[src/design/lrcs_pkg.sv]
// Shared types, register codes and constants for the LED ring comet spinner.
package lrcs_pkg;

    localparam int unsigned RING_LIMIT = 64;
    localparam int unsigned DIV_W      = 32;
    localparam int unsigned DVS_W      = 16;
    localparam int unsigned DIV_STEPS  = DIV_W;
    localparam int unsigned DIV_CNT_W  = $clog2(DIV_STEPS + 1);

    typedef enum logic [1:0] {
        OP_START  = 2'd0,
        OP_STOP   = 2'd1,
        OP_UPDATE = 2'd2,
        OP_RENDER = 2'd3
    } op_t;

    typedef enum logic [2:0] {
        REG_LED_COUNT    = 3'd0,
        REG_STEP_PERIOD  = 3'd1,
        REG_CLOCKWISE    = 3'd2,
        REG_TAIL_LENGTH  = 3'd3,
        REG_TAIL_FALLOFF = 3'd4,
        REG_COLOR_RED    = 3'd5,
        REG_COLOR_GREEN  = 3'd6,
        REG_COLOR_BLUE   = 3'd7
    } reg_idx_t;

    localparam logic [6:0]  RST_LED_COUNT    = 7'd16;
    localparam logic [15:0] RST_STEP_PERIOD  = 16'd100;
    localparam logic        RST_CLOCKWISE    = 1'b1;
    localparam logic [7:0]  RST_TAIL_LENGTH  = 8'd4;
    localparam logic [7:0]  RST_TAIL_FALLOFF = 8'd60;
    localparam logic [7:0]  RST_COLOR        = 8'd255;
    localparam logic [7:0]  FULL_BRIGHT      = 8'd255;

    typedef struct packed {
        logic [1:0]  operation;
        logic [31:0] now_ms;
    } cmd_item_t;

    typedef struct packed {
        logic [5:0] pixel_index;
        logic [7:0] red;
        logic [7:0] green;
        logic [7:0] blue;
        logic       last_pixel;
    } pix_item_t;

    typedef struct packed {
        logic               start;
        logic [DIV_W-1:0]   dividend;
        logic [DVS_W-1:0]   divisor;
    } div_req_t;

    typedef struct packed {
        logic               done;
        logic [DIV_W-1:0]   quotient;
        logic [DVS_W-1:0]   remainder;
    } div_rsp_t;

    // Exact floor(x / 255) for any product of two 8-bit values.
    function automatic logic [7:0] div255(input logic [15:0] x);
        logic [16:0] sum;
        sum = {1'b0, x} + 17'd1 + {9'd0, x[15:8]};
        return sum[15:8];
    endfunction

endpackage

[src/design/lrcs_div.sv]
// Restoring divider that retires one quotient bit per cycle.
module lrcs_div
(
    input  logic                 clk,
    input  logic                 rst_n,
    input  lrcs_pkg::div_req_t   req,
    output lrcs_pkg::div_rsp_t   rsp
);

    logic [lrcs_pkg::DIV_CNT_W-1:0] count_reg, count_next;
    logic                           done_reg, done_next;
    logic [lrcs_pkg::DIV_W-1:0]     quo_reg, quo_next;
    logic [lrcs_pkg::DVS_W-1:0]     rem_reg, rem_next;
    logic [lrcs_pkg::DVS_W-1:0]     dvs_reg, dvs_next;
    logic [lrcs_pkg::DVS_W:0]       shifted;
    logic                           fits;

    always_comb
    begin
        shifted    = {rem_reg, quo_reg[lrcs_pkg::DIV_W-1]};
        fits       = shifted >= {1'b0, dvs_reg};
        count_next = count_reg;
        done_next  = 1'b0;
        quo_next   = quo_reg;
        rem_next   = rem_reg;
        dvs_next   = dvs_reg;
        if (req.start)
        begin
            count_next = lrcs_pkg::DIV_CNT_W'(lrcs_pkg::DIV_STEPS);
            quo_next   = req.dividend;
            rem_next   = '0;
            dvs_next   = req.divisor;
        end
        else if (count_reg != '0)
        begin
            // The partial remainder stays below the divisor, so it fits DVS_W bits.
            rem_next   = fits ? lrcs_pkg::DVS_W'(shifted - {1'b0, dvs_reg})
                              : shifted[lrcs_pkg::DVS_W-1:0];
            quo_next   = {quo_reg[lrcs_pkg::DIV_W-2:0], fits};
            count_next = count_reg - 1'b1;
            done_next  = (count_reg == lrcs_pkg::DIV_CNT_W'(1));
        end
    end

    always_ff @(posedge clk or negedge rst_n)
    begin
        if (!rst_n)
        begin
            count_reg <= '0;
            done_reg  <= 1'b0;
        end
        else
        begin
            count_reg <= count_next;
            done_reg  <= done_next;
        end
    end

    always_ff @(posedge clk)
    begin
        quo_reg <= quo_next;
        rem_reg <= rem_next;
        dvs_reg <= dvs_next;
    end

    assign rsp.done      = done_reg;
    assign rsp.quotient  = quo_reg;
    assign rsp.remainder = rem_reg;

endmodule

[src/design/led_ring_comet_spinner.sv]
// Top level of the LED ring comet spinner: sequencer, state and pixel output.
//
//  Channel | Direction | Handshake              | Item
//  --------+-----------+------------------------+-------------------------------
//  cmd     | in        | cmd_valid / cmd_stall  | operation, now_ms
//  pix     | out       | pix_valid / pix_stall  | pixel_index, rgb, last_pixel
//  cfg     | in        | cfg_we (no wait)       | cfg_index, cfg_data
//
// Start and stop finish on acceptance, as does an update or render with nothing to do.
// An update with at least one period elapsed takes three passes of the shared divider:
// the step count, the head modulo ring size and the steps modulo ring size; the time
// base advances between the first two. A render takes two divider passes, head and
// tail start modulo ring size, then a dim, a multiply and an emit step per pixel. A
// stall on a pixel overlaps the next pixel's dim and multiply steps, but not its emit.
// Reset clears the comet state and loads the documented register defaults.
// The command channel is stalled from acceptance of an item until its work is done.
module led_ring_comet_spinner
#(
    parameter int unsigned MAX_LEDS = 64
)
(
    input  logic                   clk,
    input  logic                   rst_n,
    input  logic                   cmd_valid,
    output logic                   cmd_stall,
    input  lrcs_pkg::cmd_item_t    cmd,
    output logic                   pix_valid,
    input  logic                   pix_stall,
    output lrcs_pkg::pix_item_t    pix,
    input  logic                   cfg_we,
    input  logic [2:0]             cfg_index,
    input  logic [15:0]            cfg_data
);

    // The ring never exceeds the pixel_index range, nor the configured limit.
    localparam int unsigned RING_MAX_I = (MAX_LEDS < lrcs_pkg::RING_LIMIT) ?
                                         MAX_LEDS : lrcs_pkg::RING_LIMIT;
    localparam logic [6:0]  RING_MAX   = 7'(RING_MAX_I);

    typedef enum logic [9:0] {
        S_IDLE   = 10'b00_0000_0001,
        S_STEPS  = 10'b00_0000_0010,
        S_TIME   = 10'b00_0000_0100,
        S_HMOD   = 10'b00_0000_1000,
        S_SMOD   = 10'b00_0001_0000,
        S_RHEAD  = 10'b00_0010_0000,
        S_RSTART = 10'b00_0100_0000,
        S_PDIM   = 10'b00_1000_0000,
        S_PMUL   = 10'b01_0000_0000,
        S_PEMIT  = 10'b10_0000_0000
    } state_t;

    // Configuration registers.
    logic [6:0]  led_count_reg;
    logic [15:0] period_reg;
    logic        clockwise_reg;
    logic [7:0]  tail_len_reg;
    logic [7:0]  falloff_reg;
    logic [7:0]  red_reg;
    logic [7:0]  green_reg;
    logic [7:0]  blue_reg;

    // Comet state and sequencer.
    state_t      state_reg, state_next;
    logic        running_reg, running_next;
    logic [5:0]  head_reg, head_next;
    logic [31:0] last_reg, last_next;
    logic [5:0]  pix_cnt_reg, pix_cnt_next;
    logic        pix_valid_reg, pix_valid_next;

    // Working registers, no reset needed.
    logic [15:0]          steps_reg, steps_next;
    logic [5:0]           hmod_reg, hmod_next;
    logic [5:0]           r0_reg, r0_next;
    logic [7:0]           dim_reg, dim_next;
    logic [15:0]          prod_r_reg, prod_g_reg, prod_b_reg;
    lrcs_pkg::pix_item_t  pix_reg, pix_next;

    lrcs_pkg::div_req_t   div_req;
    lrcs_pkg::div_rsp_t   div_rsp;

    // Derived values. The user changes configuration only while idle (not enforced
    // by the block), so these hold steady for the whole of an item.
    logic [6:0]  ring_n;
    logic [7:0]  tail_eff;
    logic [7:0]  lit_len;
    logic [7:0]  i_start;
    logic [31:0] elapsed;
    logic        cmd_fire;
    logic        upd_go;
    logic        rnd_go;
    logic        pix_free;
    logic [31:0] advance;
    logic [6:0]  sum_cw;
    logic [6:0]  new_head;
    logic [5:0]  smod;
    logic [6:0]  behind;
    logic [6:0]  off;
    logic [7:0]  tail_idx;
    logic [15:0] fall_prod;
    logic        lit;

    lrcs_div u_div
    (
        .clk   (clk),
        .rst_n (rst_n),
        .req   (div_req),
        .rsp   (div_rsp)
    );

    always_comb
    begin
        ring_n   = (led_count_reg > RING_MAX) ? RING_MAX : led_count_reg;
        tail_eff = (tail_len_reg == 8'd0) ? 8'd1 : tail_len_reg;
        // Only the last ring_n tail positions can survive the overwriting, and they
        // land on distinct pixels.
        lit_len  = (tail_eff > {1'b0, ring_n}) ? {1'b0, ring_n} : tail_eff;
        i_start  = tail_eff - lit_len;
        elapsed  = cmd.now_ms - last_reg;
        cmd_fire = cmd_valid && !cmd_stall;
        upd_go   = running_reg && (ring_n != 7'd0) && (period_reg != 16'd0)
                   && (elapsed >= {16'd0, period_reg});
        rnd_go   = running_reg && (ring_n != 7'd0);
        pix_free = !pix_valid_reg || !pix_stall;
    end

    // Head arithmetic for the end of an update.
    always_comb
    begin
        smod   = div_rsp.remainder[5:0];
        sum_cw = {1'b0, hmod_reg} + {1'b0, smod};
        if (clockwise_reg)
        begin
            new_head = (sum_cw >= ring_n) ? sum_cw - ring_n : sum_cw;
        end
        else
        begin
            new_head = (hmod_reg >= smod) ? {1'b0, hmod_reg} - {1'b0, smod}
                                          : {1'b0, hmod_reg} + ring_n - {1'b0, smod};
        end
    end

    // Per-pixel tail lookup: distance behind the head, then the one tail index
    // in the surviving window that lands on this pixel.
    always_comb
    begin
        behind = (hmod_reg >= pix_cnt_reg) ? {1'b0, hmod_reg} - {1'b0, pix_cnt_reg}
                                           : {1'b0, hmod_reg} + ring_n - {1'b0, pix_cnt_reg};
        off  = (behind >= {1'b0, r0_reg}) ? behind - {1'b0, r0_reg}
                                          : behind + ring_n - {1'b0, r0_reg};
        lit       = {1'b0, off} < lit_len;
        tail_idx  = i_start + {1'b0, off};
        fall_prod = {8'd0, tail_idx} * {8'd0, falloff_reg};
    end

    always_comb
    begin
        advance = {16'd0, steps_reg} * {16'd0, period_reg};
    end

    always_comb
    begin
        state_next     = state_reg;
        running_next   = running_reg;
        head_next      = head_reg;
        last_next      = last_reg;
        pix_cnt_next   = pix_cnt_reg;
        pix_valid_next = pix_valid_reg && pix_stall;
        steps_next     = steps_reg;
        hmod_next      = hmod_reg;
        r0_next        = r0_reg;
        dim_next       = dim_reg;
        pix_next       = pix_reg;
        div_req        = '0;

        unique case (state_reg)
            S_IDLE:
            begin
                if (cmd_fire)
                begin
                    unique case (lrcs_pkg::op_t'(cmd.operation))
                        lrcs_pkg::OP_START:
                        begin
                            running_next = 1'b1;
                            head_next    = '0;
                            last_next    = cmd.now_ms;
                        end
                        lrcs_pkg::OP_STOP:
                        begin
                            running_next = 1'b0;
                        end
                        lrcs_pkg::OP_UPDATE:
                        begin
                            if (upd_go)
                            begin
                                div_req.start    = 1'b1;
                                div_req.dividend = elapsed;
                                div_req.divisor  = period_reg;
                                state_next       = S_STEPS;
                            end
                        end
                        lrcs_pkg::OP_RENDER:
                        begin
                            if (rnd_go)
                            begin
                                div_req.start    = 1'b1;
                                div_req.dividend = {26'd0, head_reg};
                                div_req.divisor  = {9'd0, ring_n};
                                state_next       = S_RHEAD;
                            end
                        end
                        default:
                        begin
                        end
                    endcase
                end
            end
            S_STEPS:
            begin
                if (div_rsp.done)
                begin
                    // A step count that truncates to zero leaves the time base alone but
                    // still folds the head into the current ring.
                    steps_next = div_rsp.quotient[15:0];
                    state_next = S_TIME;
                end
            end
            S_TIME:
            begin
                last_next        = last_reg + advance;
                div_req.start    = 1'b1;
                div_req.dividend = {26'd0, head_reg};
                div_req.divisor  = {9'd0, ring_n};
                state_next       = S_HMOD;
            end
            S_HMOD:
            begin
                if (div_rsp.done)
                begin
                    hmod_next        = div_rsp.remainder[5:0];
                    div_req.start    = 1'b1;
                    div_req.dividend = {16'd0, steps_reg};
                    div_req.divisor  = {9'd0, ring_n};
                    state_next       = S_SMOD;
                end
            end
            S_SMOD:
            begin
                if (div_rsp.done)
                begin
                    head_next  = new_head[5:0];
                    state_next = S_IDLE;
                end
            end
            S_RHEAD:
            begin
                if (div_rsp.done)
                begin
                    hmod_next        = div_rsp.remainder[5:0];
                    div_req.start    = 1'b1;
                    div_req.dividend = {24'd0, i_start};
                    div_req.divisor  = {9'd0, ring_n};
                    state_next       = S_RSTART;
                end
            end
            S_RSTART:
            begin
                if (div_rsp.done)
                begin
                    r0_next      = div_rsp.remainder[5:0];
                    pix_cnt_next = '0;
                    state_next   = S_PDIM;
                end
            end
            S_PDIM:
            begin
                // Unlit pixels get zero brightness, which scales to black.
                dim_next   = lit ? lrcs_pkg::FULL_BRIGHT - fall_prod[7:0] : 8'd0;
                state_next = S_PMUL;
            end
            S_PMUL:
            begin
                state_next = S_PEMIT;
            end
            S_PEMIT:
            begin
                if (pix_free)
                begin
                    pix_valid_next       = 1'b1;
                    pix_next.pixel_index = pix_cnt_reg;
                    pix_next.red         = lrcs_pkg::div255(prod_r_reg);
                    pix_next.green       = lrcs_pkg::div255(prod_g_reg);
                    pix_next.blue        = lrcs_pkg::div255(prod_b_reg);
                    pix_next.last_pixel  = ({1'b0, pix_cnt_reg} + 7'd1) == ring_n;
                    pix_cnt_next         = pix_cnt_reg + 6'd1;
                    state_next           = pix_next.last_pixel ? S_IDLE : S_PDIM;
                end
            end
            default:
            begin
                state_next = S_IDLE;
            end
        endcase
    end

    always_ff @(posedge clk or negedge rst_n)
    begin
        if (!rst_n)
        begin
            state_reg     <= S_IDLE;
            running_reg   <= 1'b0;
            head_reg      <= '0;
            last_reg      <= '0;
            pix_cnt_reg   <= '0;
            pix_valid_reg <= 1'b0;
        end
        else
        begin
            state_reg     <= state_next;
            running_reg   <= running_next;
            head_reg      <= head_next;
            last_reg      <= last_next;
            pix_cnt_reg   <= pix_cnt_next;
            pix_valid_reg <= pix_valid_next;
        end
    end

    // Configuration registers; the user writes them only while idle (not enforced).
    always_ff @(posedge clk or negedge rst_n)
    begin
        if (!rst_n)
        begin
            led_count_reg <= lrcs_pkg::RST_LED_COUNT;
            period_reg    <= lrcs_pkg::RST_STEP_PERIOD;
            clockwise_reg <= lrcs_pkg::RST_CLOCKWISE;
            tail_len_reg  <= lrcs_pkg::RST_TAIL_LENGTH;
            falloff_reg   <= lrcs_pkg::RST_TAIL_FALLOFF;
            red_reg       <= lrcs_pkg::RST_COLOR;
            green_reg     <= lrcs_pkg::RST_COLOR;
            blue_reg      <= lrcs_pkg::RST_COLOR;
        end
        else if (cfg_we)
        begin
            unique case (lrcs_pkg::reg_idx_t'(cfg_index))
                lrcs_pkg::REG_LED_COUNT:    led_count_reg <= cfg_data[6:0];
                lrcs_pkg::REG_STEP_PERIOD:  period_reg    <= cfg_data;
                lrcs_pkg::REG_CLOCKWISE:    clockwise_reg <= cfg_data[0];
                lrcs_pkg::REG_TAIL_LENGTH:  tail_len_reg  <= cfg_data[7:0];
                lrcs_pkg::REG_TAIL_FALLOFF: falloff_reg   <= cfg_data[7:0];
                lrcs_pkg::REG_COLOR_RED:    red_reg       <= cfg_data[7:0];
                lrcs_pkg::REG_COLOR_GREEN:  green_reg     <= cfg_data[7:0];
                lrcs_pkg::REG_COLOR_BLUE:   blue_reg      <= cfg_data[7:0];
                default:
                begin
                end
            endcase
        end
    end

    always_ff @(posedge clk)
    begin
        steps_reg  <= steps_next;
        hmod_reg   <= hmod_next;
        r0_reg     <= r0_next;
        dim_reg    <= dim_next;
        pix_reg    <= pix_next;
        prod_r_reg <= {8'd0, red_reg} * {8'd0, dim_reg};
        prod_g_reg <= {8'd0, green_reg} * {8'd0, dim_reg};
        prod_b_reg <= {8'd0, blue_reg} * {8'd0, dim_reg};
    end

    assign cmd_stall = (state_reg != S_IDLE);
    assign pix_valid = pix_valid_reg;
    assign pix       = pix_reg;

    // A render accepted while running on a non-empty ring always starts a frame.
    a_render_starts: assert property (@(posedge clk) disable iff (!rst_n)
        (cmd_fire && (cmd.operation == lrcs_pkg::OP_RENDER) && rnd_go)
        |=> (state_reg == S_RHEAD))
        else $error("render accepted but no frame started");

    // Every pixel sent lies inside the current ring.
    a_pixel_in_ring: assert property (@(posedge clk) disable iff (!rst_n)
        pix_valid |-> ({1'b0, pix.pixel_index} < ring_n))
        else $error("pixel index outside the ring");

    // The head always lands inside the ring after an update.
    a_head_in_ring: assert property (@(posedge clk) disable iff (!rst_n)
        (state_reg == S_SMOD && div_rsp.done) |=> ({1'b0, head_reg} < ring_n))
        else $error("head left outside the ring after update");

    // The divider only reports completion to a state that is waiting for it.
    a_div_done_waited: assert property (@(posedge clk) disable iff (!rst_n)
        div_rsp.done |-> (state_reg == S_STEPS || state_reg == S_HMOD
                          || state_reg == S_SMOD || state_reg == S_RHEAD
                          || state_reg == S_RSTART))
        else $error("divider result arrived with no state waiting");

endmodule
[config.mk]
export PLATFORM = sky130hd
export DESIGN_NAME = led_ring_comet_spinner
export DESIGN_NICKNAME = d
export VERILOG_FILES = /design/src/design/lrcs_pkg.sv /design/src/design/lrcs_div.sv /design/src/design/led_ring_comet_spinner.sv
export SDC_FILE = /design/constraint.sdc
export NUM_CORES = 2
export LEC_CHECK = 0
export ABC_AREA = 0
export BUFFER_PORTS_ARGS = -buffer_cell sky130_fd_sc_hd__buf_2
export CORE_UTILIZATION = 50
export CTS_CLUSTER_SIZE = 12
export DETAILED_ROUTE_END_ITERATION = 10
export PLACE_DENSITY = 0.76
export RECOVER_POWER = 100
export SKIP_LAST_GASP = 1
export SLEW_MARGIN = 20
export SYNTH_ARGS = -nofsm -noshare
export SYNTH_HDL_FRONTEND = slang
export SYNTH_SLANG_ARGS = --single-unit
[constraint.sdc]
create_clock -name clk -period 20 [get_ports clk]
set_clock_uncertainty 0.05 [all_clocks]
set_input_delay 3 -clock clk [delete_from_list [all_inputs] [get_ports clk]]
set_output_delay 3 -clock clk [all_outputs]
set_load 0.05 [all_outputs]
==> impl_metrics.json <==
{
  "status": "finished, violations left",
  "violations": "capacitance limit, slew limit",
  "ys_top_cells_by_area": "fa_1 (21%), ha_1 (14%), edfxtp_1 (10%)",
  "dr.pass1.iters": 7,
  "ff2ff_setup_slack_ps": 10270,
  "fin_cells": 4678,
  "overflow": 0,
  "clk_latency_ps": 580,
  "post_drt_wl_per_cell_um": 18.9,
  "postCtsSetupRepairBufs": 0,
  "synth.area.mux_share": 0.0231,
  "worst_pin_slew_ps": 4220,
  "root_buffer": "clkbuf_16",
  "synth_simple_gate_area_frac": 0.154,
  "synth_most_common_cell": "inv_1",
  "cts_tree": "built",
  "worstSetupStartpointType": "register",
  "die_y_um": 265,
  "ant_nets": 0,
  "post-route-min-period_ps": 9730,
  "arrival_ps": 10100,
  "cts_buffers": 38,
  "io_pins": 91,
  "synth_compound_area_frac": 0.111,
  "synth_top_area_frac": 0.209,
  "grt_pass1_wl_um": 143000,
  "antenna_found_initial": 4,
  "grt_max_degree": 70,
  "critical_path.slowest_cell": "fa_1",
  "critPathMostFrequentCell": "xnor2_1",
  "placedCellCount": 4606,
  "met1_usage": 0.356,
  "h-tree-depth": 2,
  "grt_pass1_vias": 26900,
  "drive_gt1_frac": 0.0597,
  "synth_area_um2": 34500,
  "holdCritPathClass": "reg2reg",
  "slew_headroom": -1.81,
  "slowest_delay_ps": 500,
  "core_area_um2": 67800,
  "synth-seq-cells": 306,
  "cts.sinks": 306,
  "routed_wl_um": 88200,
  "grt.total_usage": 0.258,
  "fin_nets": 4581,
  "critPathTopFamily": "adder cells",
  "cts_max_path_buffers": 3,
  "gp_congestion": 0.932,
  "synthCells": 3760,
  "die_w_um": 265,
  "yosys.area.top_type": "fa_1",
  "seq_area_frac_synth": 0.230,
  "syn_nets": 4568,
  "via_per_inst": 5.61,
  "synth_adder_area_share": 0.350,
  "cts_hold_buf": 0,
  "synth_ff_type": "edfxtp_1",
  "synth_top_family_by_area": "adder cells",
  "netlist-cell-type-count": 72,
  "crit_fanout": 10,
  "worstSetupEndpointType": "register",
  "rows": 95,
  "initial_utilization": 0.510,
  "via_count": 26300,
  "drt_iter0_markers": 1796,
  "hold_violations": 0,
  "post-route-drc-count": 0,
  "fin_crit_sh": 0.487,
  "gr-max-usage-layer": "met2",
  "cap_viol_max_count": 7,
  "critPathKind": "reg2reg",
  "max_freq_ghz": 0.103,
  "critPathRequiredTime_ps": 20360,
  "synth_xor_area_frac": 0.0523,
  "dp_hpwl_um": 68500,
  "syn_area_per_cell_um2": 9.19,
  "portBuffers": 90,
  "synth-edff-count": 115,
  "rsz0062_at_grt": "no",
  "finalSetupTns_ps": 0,
  "synthTopCellsByCount": "inv_1 (580), nand2_1 (449), ha_1 (389)",
  "postLayoutCoreUtil": 0.545,
  "worst-path-buf-inv": 6,
  "final-setup-viol-count": 0,
  "met2_usage": 0.408,
  "ys_warn_count": 0,
  "async_flop_share": 0.415,
  "finalMaxSlewViolations": 302,
  "ctsResizeCount": 0,
  "use_met3": 0.0663,
  "area_growth_pct": 6.87,
  "die-area_um2": 70100,
  "clk_transition_reported_paths_ps": 60
}
-- through the flow --
step	setup WS (ps)	hold slack (ps)	area, um2
floorplan	11310	367	34500
global placement	10680	372	35700
detailed placement	10540	380	35800
CTS	10470	393	37000
global route	9520	411	36900
finish	10270	397	36900
-- final timing paths --
check | startpoint | end | depth (start not counted)
worst max register to register | led_count_reg[6]$_DFFE_PN0P_ | dim_reg[7]$_SDFFCE_PP0P_ | 39
worst max-delay path | led_count_reg[6]$_DFFE_PN0P_ | dim_reg[7]$_SDFFCE_PP0P_ | 39
max in group asynchronous | rst_n | u_div.count_reg[5]$_DFFE_PN0P_ | 2
min in group asynchronous | rst_n | pix_cnt_reg[3]$_DFFE_PN0P_ | 1
worst min-delay path | u_div.quo_reg[6]$_DFFE_PP_ | steps_reg[6]$_DFFE_PP_ | 0
worst min register to register | u_div.quo_reg[6]$_DFFE_PP_ | steps_reg[6]$_DFFE_PP_ | 0
-- kinds of logic after synthesis --
| kind of cell | Yosys count |
|---|---|
| buf+inv | 725 |
| simple gates | 1096 |
| xor+xnor | 203 |
| compound gates | 607 |
| fa+ha+maj | 750 |
| flops | 306 |
| mux | 73 |
-- cell type report --
cell class | count | area, um2
inverter | 581 | 2180
sequential | 306 | 7960
fill | 6118 | 30800
multi-input combinational | 2729 | 23800
timing repair buffer | 117 | 564
clock buffer | 51 | 1100
tap | 873 | 1090
clock inverter | 19 | 163
antenna | 2 | 5.00
-- layer usage --
layer  share of wire  up-vias  wire length [um]
li1                -    12300                 -
met1            0.44    12900             38500
met2            0.45      880             39700
met3           0.091      135              7990
met4           0.022        6              1960
met5         0.00031        -                27
-- cell usage in the layout (no fill, tap or decap), types with 49 or more instances in the layout --
cell type    n
nand2_1    449
ha_1       389
dfrtp_1     92
dfxtp_1     64
a21oi_1    180
clkbuf_1    55
a211oi_1    54
nand3_1     53
fa_1       361
nor2_1     156
xor2_1      56
inv_1      581
and2_1     188
edfxtp_1   115
o21ai_0    143
a21o_1      70
mux2_2      52
nor2b_1     49
xnor2_1    145
buf_2       52
Power is left out: the tool's default activity adds up to more than one toggle a clock period on the data nets, which glitch-free logic cannot reach.
